$ cat src/hw/rtl/gtp_div.sv
`timescale 1ns / 1ps
module gtp_div (
  input  logic        clk_i,
  input  logic        rst_ni,
  input  logic        start_i,
  input  logic [30:0] num_i,
  input  logic [15:0] den_i,
  output logic        done_o,
  output logic [30:0] quo_o
);
  logic [30:0] quo_q, quo_d;
  logic [16:0] rem_q, rem_d;
  logic [4:0] cnt_q, cnt_d;
  logic busy_q, busy_d;
  logic [16:0] trial;

  assign trial = {rem_q[15:0], quo_q[30]};

  always_comb begin
    quo_d = quo_q;
    rem_d = rem_q;
    cnt_d = cnt_q;
    busy_d = busy_q;
    if (start_i) begin
      quo_d = num_i;
      rem_d = '0;
      cnt_d = '0;
      busy_d = 1'b1;
    end else if (busy_q) begin
      if (trial >= {1'b0, den_i}) begin
        rem_d = trial - {1'b0, den_i};
        quo_d = {quo_q[29:0], 1'b1};
      end else begin
        rem_d = trial;
        quo_d = {quo_q[29:0], 1'b0};
      end
      cnt_d = cnt_q + 5'd1;
      if (cnt_q == 5'd30) begin
        busy_d = 1'b0;
      end
    end
  end

  always_ff @(posedge clk_i or negedge rst_ni) begin
    if (!rst_ni) begin
      busy_q <= 1'b0;
      cnt_q <= '0;
    end else begin
      busy_q <= busy_d;
      cnt_q <= cnt_d;
    end
  end

  always_ff @(posedge clk_i) begin
    quo_q <= quo_d;
    rem_q <= rem_d;
  end

  assign done_o = busy_q && (cnt_q == 5'd30);
  assign quo_o = {quo_d[30:0]};
endmodule

$ cat config.mk
export PLATFORM = sky130hd
export DESIGN_NAME = gtp_div
export DESIGN_NICKNAME = d
export VERILOG_FILES = /design/src/hw/rtl/gtp_div.sv
export SDC_FILE = /design/constraint.sdc
export NUM_CORES = 1
export LEC_CHECK = 0
export BUFFER_PORTS_ARGS = -buffer_cell sky130_fd_sc_hd__buf_4
export CORE_MARGIN = 3
export CORE_UTILIZATION = 50
export DETAILED_ROUTE_END_ITERATION = 6
export GPL_ROUTABILITY_DRIVEN = 0
export PLACE_DENSITY = 0.75
export SYNTH_ARGS = -nofsm -noshare
export SYNTH_HDL_FRONTEND = slang
export SYNTH_SLANG_ARGS = --single-unit
export TNS_END_PERCENT = 20
$ cat constraint.sdc
create_clock -name clk_i -period 3.4 [get_ports clk_i]
set_input_delay 0.68 -clock clk_i [delete_from_list [all_inputs] [get_ports clk_i]]
set_output_delay 0.68 -clock clk_i [all_outputs]
set_load 0.02 [all_outputs]
==> flow_summary_export.csv <==
group,metric,value,unit
synth,yosysSeqAreaShare,31.9,%
final_layout,final_cell_mix,"buf_4 (87), dfxtp_1 (47), nand2_1 (46)",
synth,syn_area,3420,sq um
synth,syn-mean-instance-area,8.50,sq um
routing,drtIter0Drc,188,
worst_setup_path,end_kind,"output port",
routing,viasPerCell,5.77,
grt,grt_pass1_wl,13.7,mm
placement,dpl.hpwl,6.10,mm
grt,grt_pass1_vias,2941,
clock_network,cts_made_buffers,5,
final_layout,multi_input_area,2050,sq um
final_layout,seqCellArea,1090,sq um
sta,setup_viol,0,
sta,rsz0062_at_grt,"no",
routing,vias,3166,
final_layout,diodes,0,
grt,antenna_found_initial,0,
clock_network,ctsHoldBuffers,0,
final_layout,drive_above_1_share,23.5,%
worst_setup_path,startpoint,"den_i[9]",
floorplanning,std_cell_rows,29,
routing,wirelength,8.50,mm
sta,hold_viol,0,
worst_setup_path,cp_slowest_stage_delay,520,ps
synth,synthDistinctLibCells,63,
worst_setup_path,crit_top_cell,"buf_4",
synth,ys.flop_type,"dfxtp_1",
synth,ys_warn_count,0,
clock_network,clock_path_buffers,2,
worst_setup_path,crit_fanout,7,
clock_network,cts_tree,"built",
synth,synth_edf_count,0,
placement,place_area,3990,sq um
routing,wl_per_cell,15.5,microns
clock_network,insertion_delay,310,ps
synth,ys_ff_latch,53,
floorplanning,initial_core_util,52.7,%
worst_setup_path,critPathKind,"input port to output port",
grt,grt.overflow.total,0,
power_and_ir_drop,powerDensity,642,nW/um^2
grt,grt_max_degree,85,
worst_setup_path,cp-start-kind,"input port",
clock_network,cts_htree_levels,2,
run,drv_cap,0,
sta,maxSlewViolCount,0,
worst_setup_path,path_buf_inv,3,
floorplanning,die_area,7880,sq um
worst_setup_path,cp_data_arrival_time,2580,ps
synth,synth_nets,472,
clock_network,cts_setup_buffers,0,
power_and_ir_drop,ir_drop,0.386,mV
sta,min_period,3260,ps
placement,io_buffers,81,
final_layout,fillCellCount,569,
outcome,status,"completed",
final_layout,syn2layout_area_growth,19.9,%
worst_hold_path,hold_class,"input port to asynchronous set/reset pin",
floorplanning,die_h,88.8,microns
synth,synthArstFlopShare,11.3,%
synth,synth_cells,403,
routing,drtPass1Iterations,4,
sta,worst_pin_slew,754,ps
worst_setup_path,worstPathCellList,"buf_4 > inv_1 > ha_1 > nand3_1 > or4_4 > o21ai_4 > nor3_1 > o31ai_2 > buf_4",
worst_setup_path,required,2720,ps
floorplanning,ios,82,
sta,slew_headroom,49.7,%
worst_setup_path,cpMaxStageDelayCell,"or4_4",
sta,fin_setup_tns,0,ps
sta,fin_skew,10.5,ps
routing,ant_nets,0,
worst_setup_path,r2r_slack,700,ps
sta,timing.final.crit_share,96.0,%
clock_network,ctsResizeCount,0,
routing,drc,0,
final_layout,mostFrequentLayoutCell,"buf_4",
clock_network,root_buffer,"clkbuf_8",
final_layout,finalNetCount,540,
final_layout,design_area,4110,sq um
floorplanning,die_x,88.8,microns
clock_network,clock-sinks,53,
power_and_ir_drop,cellLeakagePower,2.09,nW
floorplanning,coreArea,6490,sq um
clock_network,cts.clk_slew.worst_paths,100,ps
sta,timing.fmax,306,MHz
worst_setup_path,r2r_start,"quo_q[30]",
power_and_ir_drop,total_power,2.64,mW
worst_setup_path,critical_path.top_delay_family,"simple AND/OR/NAND/NOR gates",
grt,grt_util_all_layers,21.6,%
==> Yosys cell counts, types with 6 or more instances <==
cell type / count / area share [%]
dfxtp_1: 47 / 27
nand2_1: 46 / 5.0
o21ai_0: 37 / 5.4
mux2i_1: 34 / 9.9
nor2_1: 28 / 3.1
inv_1: 26 / 2.8
ha_1: 18 / 6.6
nand3_1: 16 / 2.3
a21oi_1: 15 / 2.2
clkbuf_1: 11 / 1.2
xnor2_1: 10 / 2.6
a311oi_1: 7 / 1.8
a21o_1: 6 / 1.3
dfrtp_1: 6 / 4.4
o211ai_1: 6 / 1.3
==> per-stage QoR <==
stage,util [%],hold slack [ps],setup WS (ps),instances
2_1_floorplan,-,384,107,403
3_3_place_gp,61.5,487,188,541
3_5_place_dp,61.5,491,141,541
4_1_cts,63.2,150,138,549
5_1_grt,63.2,146,17.9,549
6_report,63.2,160,137,549
==> where the power goes <==
group	internal (mW)	switching, mW	total (mW)
sequential	0.742	0.0916	0.834
combinational	0.593	0.776	1.37
clock	0.221	0.214	0.436
==> flip-flops by register name (all words and copies together) (netlist names) <==
signal / count
busy_q: 1
quo_q: 31
cnt_q: 5
rem_q: 16
==> metal layers <==
metal	share of wire, %	vias up	routed length [microns]	GRT usage, %
li1	-	1591	-	-
met3	6.7	11	566	3.54
met2	48	114	4060	36.2
met4	1.2	0	100	5.63
met5	0	-	0	0
met1	44	1450	3770	28.8
==> final cells by class <==
cell class / instances / share of cell area [%]
multi-input cells: 298 / 50.0
well taps: 77 / 2.35
clock buffers: 5 / 1.68
clock inverters: 3 / 1.07
repair buffers: 87 / 15.9
flip-flops and latches: 53 / 26.6
inverters: 26 / 2.38
==> path summary, 6_finish.rpt <==
check | endpoint | depth (start not counted)
max | quo_o[0] | 9
min | cnt_q[2] | 1
max reg2reg | rem_q[14] | 10
min reg2reg | rem_q[10] | 2
max in group asynchronous | busy_q | 1
min in group clk_i | rem_q[10] | 2
==> cells by family after synthesis <==
logic type	after synthesis	share of synthesized area, %
buffers and inverters	52	8.29
adders and majority gates	19	7.16
AOI/OAI and AO/OA	112	23.3
muxes	34	9.94
DFF	53	31.9
and+or+nand+nor	120	16.1
xor gates and xnor gates	13	3.32
Power figures use the tool's default switching activity.
