**src/hw/rtl/gtp_pkg.sv**
```systemverilog
`timescale 1ns / 1ps
package gtp_pkg;
  localparam int unsigned CordicSteps = 16;
  localparam int unsigned XW = 52;
  localparam int unsigned ZW = 28;
  localparam logic signed [ZW-1:0] AngPi = 28'sd52707179;
  localparam logic signed [ZW:0] TwoPi = 29'sd105414358;
  localparam logic [23:0] InvK = 24'd10188014;

  localparam logic [2:0] RegDistGain = 3'd0;
  localparam logic [2:0] RegAngleGain = 3'd1;
  localparam logic [2:0] RegMaxLin = 3'd2;
  localparam logic [2:0] RegMaxTurn = 3'd3;
  localparam logic [2:0] RegArriveTol = 3'd4;
  localparam logic [2:0] RegRampTicks = 3'd5;

  typedef struct packed {
    logic signed [XW-1:0] x;
    logic signed [XW-1:0] y;
    logic signed [ZW-1:0] z;
  } cordic_t;

  function automatic logic signed [ZW-1:0] atan_lut(input logic [4:0] i);
    case (i)
      5'd0: atan_lut = 28'sd13176795;
      5'd1: atan_lut = 28'sd7778716;
      5'd2: atan_lut = 28'sd4110060;
      5'd3: atan_lut = 28'sd2086331;
      5'd4: atan_lut = 28'sd1047214;
      5'd5: atan_lut = 28'sd524117;
      5'd6: atan_lut = 28'sd262123;
      5'd7: atan_lut = 28'sd131069;
      default: atan_lut = (i > 5'd24) ? 28'sd0 : (28'sd1 <<< (5'd24 - i));
    endcase
  endfunction
endpackage

```
**src/hw/rtl/gtp_cell.sv**
```systemverilog
`timescale 1ns / 1ps
module gtp_cell #(
  parameter int unsigned Index = 0
) (
  input  logic             clk_i,
  input  gtp_pkg::cordic_t d_i,
  output gtp_pkg::cordic_t q_o
);
  localparam logic [4:0] Sh = 5'(Index);
  gtp_pkg::cordic_t nxt;

  always_comb begin
    nxt = d_i;
    if (d_i.y > 0) begin
      nxt.x = d_i.x + (d_i.y >>> Sh);
      nxt.y = d_i.y - (d_i.x >>> Sh);
      nxt.z = d_i.z + gtp_pkg::atan_lut(Sh);
    end else begin
      nxt.x = d_i.x - (d_i.y >>> Sh);
      nxt.y = d_i.y + (d_i.x >>> Sh);
      nxt.z = d_i.z - gtp_pkg::atan_lut(Sh);
    end
  end

  always_ff @(posedge clk_i) begin
    q_o <= nxt;
  end
endmodule

```
**config.mk**
```make
export PLATFORM = sky130hd
export DESIGN_NAME = gtp_cell
export DESIGN_NICKNAME = d
export VERILOG_FILES = /design/src/hw/rtl/gtp_pkg.sv /design/src/hw/rtl/gtp_cell.sv
export SDC_FILE = /design/constraint.sdc
export NUM_CORES = 1
export LEC_CHECK = 0
export BUFFER_PORTS_ARGS = -buffer_cell sky130_fd_sc_hd__buf_2
export CAP_MARGIN = 20
export CORE_MARGIN = 1.5
export CORE_UTILIZATION = 30
export CTS_BUF_LIST = sky130_fd_sc_hd__clkbuf_4 sky130_fd_sc_hd__clkbuf_8 sky130_fd_sc_hd__clkbuf_16
export CTS_CLUSTER_DIAMETER = 100
export DETAILED_ROUTE_END_ITERATION = 8
export SYNTH_ARGS = -nofsm -noshare
export SYNTH_HDL_FRONTEND = slang
export SYNTH_SLANG_ARGS = --single-unit
```
**constraint.sdc**
```tcl
create_clock -name clk_i -period 6.66 [get_ports clk_i]
set_clock_uncertainty 0.2 [all_clocks]
set_input_delay 0 -clock clk_i [delete_from_list [all_inputs] [get_ports clk_i]]
set_output_delay 0 -clock clk_i [all_outputs]
set_load 0.01 [all_outputs]
```
==> results.yml, run 1 <==
outcome:
  status: "complete, no violations"
timing:
  fin_crit_ns: 5.79
  tns_ns: 0
  rsz0062_at_grt: "no"
  fmax_mhz: 173
  hold_violations: 0
  setup_viol: 0
  slew_headroom_pct: 25.3
  tightest_slew_ns: 1.11
  fin_crit_sh_pct: 86.9
  maxSlewViolCount: 0
  hold_slack_ns: 0.0228
power_and_ir_drop:
  power_mw: 3.68
  power.density_mw_per_mm2: 220
  ir_worst_vdd_v: 0.000203
  p_leak_nw: 7.69
logic_synthesis:
  synth_warnings: 0
  ys_seq_elements: 131
  synth_edf_count: 0
  ys_seq_area_share_pct: 19.6
  ys_async_sr_fraction_pct: 0
  synth_ff_type: "dfxtp_1"
  avgSynthCellArea_um2: 7.57
  synthesis.area_mm2: 0.0134
  synth_nets: 2085
  yosysUniqueCellTypes: 89
  postSynthCellCount: 1769
clocking:
  post_cts_buffers: 0
  cts_tree: "done"
  h-tree-depth: 4
  cts_sinks: 131
  clock-root-buffer: "clkbuf_16"
  cts_made_buffers: 17
  clock_path_buffers: 2
  clk_pin_slew_ns: 0.06
floorplan:
  die_area_mm2: 0.0459
  ios: 265
  num_rows: 77
  fp.dieH_um: 214
  core-area_mm2: 0.0441
  start_util_pct: 30.3
  die-width_um: 214
layout:
  largest_register: "q_o"
  reg.largest.list: "q_o x131"
  drive_above_1_share_pct: 16.4
  mostFrequentLayoutCells: "264 x buf_2, 232 x a21oi_1, 179 x ha_1, 150 x inv_1, 138 x nor2_1"
  fillers: 4661
  ff_latch_area_mm2: 0.00262
  final_common_cell: "buf_2"
  final_util_pct: 37.9
  nNetsFinal: 2387
  syn2layout_area_growth_pct: 24.8
  multi_input_area_mm2: 0.00984
  largest_reg_flops: 131
grt:
  grt-ovfl-total: 0
  grt_usage_pct: 23.1
  use_met2_pct: 36.0
  grt_pass1_wl_mm: 82.2
  use_met3_pct: 4.11
  grt_max_degree: 73
  busiest_layer: "met2"
  grt_pass1_vias: 14000
  use_met1_pct: 31.6
  antenna_found_initial: 2
critical_path:
  worstSetupEndpointType: "flop"
  path_class: "in -> reg"
  slowest_delay_ns: 0.61
  cp_common_cell: "dlygate4sd3_1"
  required_ns: 6.83
  crit_buf_inv: 5
  slowest_stage: "nor4_1"
  path_max_fanout: 42
  arrival_ns: 5.96
  startpoint_type: "primary input"
  critPathTopFamily: "buffers and inverters"
  crit_chain: "dlygate4sd3_1 -> buf_2 -> nor4_1 -> nand4_1 -> nor4_1 -> or2_4 -> clkinv_2 -> ha_1 -> a21o_1 -> a21oi_1 -> a21oi_1 -> nor2_1 -> o311ai_1 -> a41o_1 -> a211oi_1 -> dlygate4sd3_1 -> nor2_1 -> dlygate4sd3_1"
drt:
  wl_mm: 53.7
  final_antenna_net_count: 0
  drcViolationCount: 0
  drt_iter0_markers: 1332
  dr.pass1.iters: 6
  drt-wirelength-per-cell_um: 20.1
  via_count: 14500
  viasPerCell: 5.41
flow_run:
  drv_cap: 0
place:
  portBuffers: 264
  place.gp.congestion: 0.939
  dp_hpwl_mm: 43.0
min_path:
  hold_path.class: "in -> reg"
## metrics by stage
step / cell area, µm² / std cells / worst slack, ns
after global routing: 16700 / 2676 / 0.507
after detailed placement: 15100 / 2553 / 1.41
after CTS: 16700 / 2676 / 0.896
after global placement: 15100 / 2553 / 1.65
final: 16700 / 2678 / 0.870
after floorplan: 13400 / 1769 / 2.72
## worst paths after layout
path  slack [ns]    start              end  cells after the start
max         0.87  d_i[31]  q_o[22]$_DFF_P_                     18
min         0.02  d_i[90]  q_o[91]$_DFF_P_                      6
## cells by family after synthesis
logic type,count (synthesis),share of synthesized area [%]
AND/OR/NAND/NOR,448,16.1
AO/OA/AOI/OAI,628,30.5
XOR/XNOR,124,8.12
multiplexers,20,1.51
buffers and inverters,235,6.91
flip-flops,131,19.6
adder cells (fa/ha/maj),183,17.3
## report_power, final
part | leakage, nW | switching, mW | internal [mW] | total [mW]
clock | 0.314 | 0.430 | 0.636 | 1.07
sequential | 1.11 | 0.0551 | 0.975 | 1.03
combinational | 6.28 | 0.958 | 0.629 | 1.59
## final cells by class
type,instances,area share (%)
inverters,160,3.60
multi-input cells,1403,58.9
repair buffers,358,13.5
well taps,592,4.43
flip-flops and latches,131,15.7
clock buffers,17,2.55
diodes,2,0.0300
clock inverters,15,1.30
## cells in the mapped netlist, drive strengths merged (29+ instances only)
cell type  number  area [µm²]
o21bai         41         312
nand3          29         145
a21oi         232        1160
nor3           34         170
dfxtp         131        2620
xnor2         108         946
inv           157         589
buf            39         189
ha            179        2240
o21ai         113         569
nor2          139         529
a21o           53         399
clkbuf         36         135
nand2         104         390
## repair_timing
action / CTS / global route
hold buffers: 91 / 0
hold endpoints to repair: 72 / 0
gates resized for setup: 0 / 0
## tightest hold or removal path, delay by kind of cell
kind            cells  cell delay (ns)
compound gates      2             0.16
buf+inv             1             0.13
fa+ha+maj           1             0.18
simple gates        2             0.20
## routing by layer
metal	vias up	routed length, µm
met3	78	3650
met5	-	0
met4	0	1470
met1	6885	25000
li1	6926	-
met2	610	23700
No activity file was read; power rests on OpenSTA's default activity.
==> run 2, diff against run 1 <==
Settings changed: ABC_AREA from default to 1, GPL_TIMING_DRIVEN from default to 1.
==> results.yml, run 2 <==
logic_synthesis:
  avgSynthCellArea_um2: 5.45
  synth_nets: 3663
  synth_edf_count: 0
  synth_top_family_by_area: "simple AND/OR/NAND/NOR gates"
  netlist.area_leader.share_pct: 23.9
  synth-adder-area-share_pct: 12.7
  ys_async_sr_fraction_pct: 0
  muxShareOfSynthArea_pct: 0
  synth_warnings: 0
  synth_compound_area_share_pct: 10.6
  synth_top_area_cell: "nand2_1"
  synthTopCellsByArea: "nand2_1 24%, dfxtp_1 14%, inv_1 12%"
  ys_seq_area_share_pct: 14.4
  synth_simple_gate_area_share_pct: 43.3
  yosys-top-cells-count: "1162 x nand2_1, 600 x inv_1, 293 x nand3_1"
  synth_xor_xnor_area_share_pct: 3.12
  synth_ff_type: "dfxtp_1"
  yosysUniqueCellTypes: 42
  postSynthCellCount: 3347
  synthesis.area_mm2: 0.0183
  ys_seq_elements: 131
  synth.most_common_cell: "nand2_1"
timing:
  tightest_slew_ns: 0.912
  worst_slack_ns: 1.82
  fmax_mhz: 207
  setup_viol: 0
  slew_headroom_pct: 38.6
  fin_crit_ns: 4.84
  fin_crit_sh_pct: 72.6
  hold_slack_ns: 0.0249
  hold_violations: 0
  maxSlewViolCount: 0
  rsz0062_at_grt: "no"
  tns_ns: 0
critical_path:
  path_class: "in -> reg"
  cp_common_cell: "nand2_1"
  crit_chain: "dlygate4sd3_1 -> buf_2 -> nor4_1 -> nand2_1 -> nor2_1 -> nand2_1 -> nand2_4 -> inv_4 -> ha_1 -> nand2_1 -> nor2_1 -> a21oi_1 -> o21bai_1 -> nand2_1 -> nand2_1 -> nand2_1 -> nand3_1 -> dlygate4sd3_1 -> nand2_1 -> dlygate4sd3_1"
  crit_buf_inv: 5
  required_ns: 6.84
  critPathTopFamily: "buffers and inverters"
  startpoint_type: "primary input"
  path_max_fanout: 60
  worstSetupEndpointType: "flop"
  slowest_delay_ns: 0.54
  arrival_ns: 5.02
  slowest_stage: "dlygate4sd3_1"
clocking:
  h-tree-depth: 4
  cts_sinks: 131
  clk_pin_slew_ns: 0.07
  cts_tree: "done"
  post_cts_buffers: 0
  clock-root-buffer: "clkbuf_16"
  clock_path_buffers: 2
  cts_made_buffers: 17
drt:
  via_count: 21700
  viasPerCell: 4.91
  wl_mm: 81.6
  drcViolationCount: 0
  dr.pass1.iters: 9
  drt-wirelength-per-cell_um: 18.5
  drt_iter0_markers: 1737
  final_antenna_net_count: 0
power_and_ir_drop:
  clock_power_share_pct: 26.2
  p_leak_nw: 12.2
  ir_worst_vdd_v: 0.000216
  power_mw: 3.89
  power_frac_comb_pct: 48.7
  power.density_mw_per_mm2: 183
  seqPwrFrac_pct: 25.1
  p_switching_mw: 1.82
  internal-power_mw: 2.08
  p_sw_share_pct: 46.7
place:
  post_dp_cell_area_mm2: 0.0201
  dp.cells: 4324
  dp_hpwl_mm: 69.7
  place.gp.congestion: 1.04
  dp_slack_ns: 2.44
  portBuffers: 264
grt:
  grt_max_degree: 61
  antenna_found_initial: 5
  grt-ovfl-total: 0
  grt_usage_pct: 25.8
  grt_pass1_vias: 20500
  grt_pass1_wl_mm: 120
layout:
  reg.largest.list: "q_o x131"
  drive_above_1_share_pct: 11.7
  syn2layout_area_growth_pct: 16.7
  final_area_mm2: 0.0213
  final_util_pct: 35.4
  mostFrequentLayoutCells: "1162 x nand2_1, 600 x inv_1, 293 x nand3_1, 264 x buf_2, 260 x nor2_1"
  nNetsFinal: 3931
  fin_cells: 4412
  largest_reg_flops: 131
  final_common_cell: "nand2_1"
  largest_register: "q_o"
outcome:
  status: "complete, no violations"
floorplan:
  start_util_pct: 30.3
  ios: 265
  core-area_mm2: 0.0602
  fp.dieH_um: 250
  die-width_um: 250
  num_rows: 90
  die_area_mm2: 0.0623
flow_run:
  drv_cap: 0
min_path:
  hold_path.class: "in -> reg"
## run 2: changes by cell type in the layout (fill, tap and decap cells not counted), moves of 32 or more
| cell | before | now |
|---|---|---|
| xnor2_1 | 108 | 8 |
| o21ai_1 | 12 | 44 |
| a21oi_1 | 232 | 174 |
| nand2_1 | 104 | 1162 |
| nand3_1 | 29 | 293 |
| dlygate4sd3_1 | 91 | 54 |
| a21o_1 | 52 | 2 |
| inv_2 | 6 | 51 |
| xor2_1 | 16 | 57 |
| nor2_1 | 138 | 260 |
| inv_1 | 150 | 600 |
## run 2: layer usage
metal  GRT usage (%)  vias to the layer above  share of wire, %
li1                -                    10800                 -
met1            32.1                     9787                43
met2            42.1                      835                45
met3            3.72                      189               6.6
met4            15.3                        6               5.8
met5               0                        -             0.027
## run 2: cells by family (layout without fill, tap and decap cells)
kind of cell,after synthesis,after routing
and+or+nand+nor,1878,1878
buffers and inverters,731,1012
AOI/OAI and AO/OA,359,359
adders and majority gates,183,183
DFF,131,131
xor gates and xnor gates,65,65
other,0,2
## run 2: timing repair
action,4_1_cts,5_1_grt
hold buffers,54,0
gates resized for setup,0,0
endpoints found under the hold margin,36,0
## run 2: path summary, 6_finish.rpt
path / cells after the start / slack (ns) / endpoint / from
worst min-delay path: 5 / 0.02 / q_o[127]$_DFF_P_ / d_i[127]
worst max-delay path: 20 / 1.82 / q_o[24]$_DFF_P_ / d_i[29]
## run 2: cell type report
cell class	count	area, µm²
fill	6915	38900
multi-input combinational	2485	12700
sequential	131	2620
inverter	659	2480
timing repair buffer	321	1880
tap	782	978
clock buffer	17	425
clock inverter	15	181
antenna	2	5.00
## run 2: power groups by stage
stage,logic [mW],clock network [mW],registers (mW)
floorplan,1.04,0,1.07
detailed placement,1.81,0,0.996
global route,2.07,1.08,0.992
CTS,1.87,1.06,0.980
finish,1.90,1.02,0.979
global placement,1.82,0,0.996
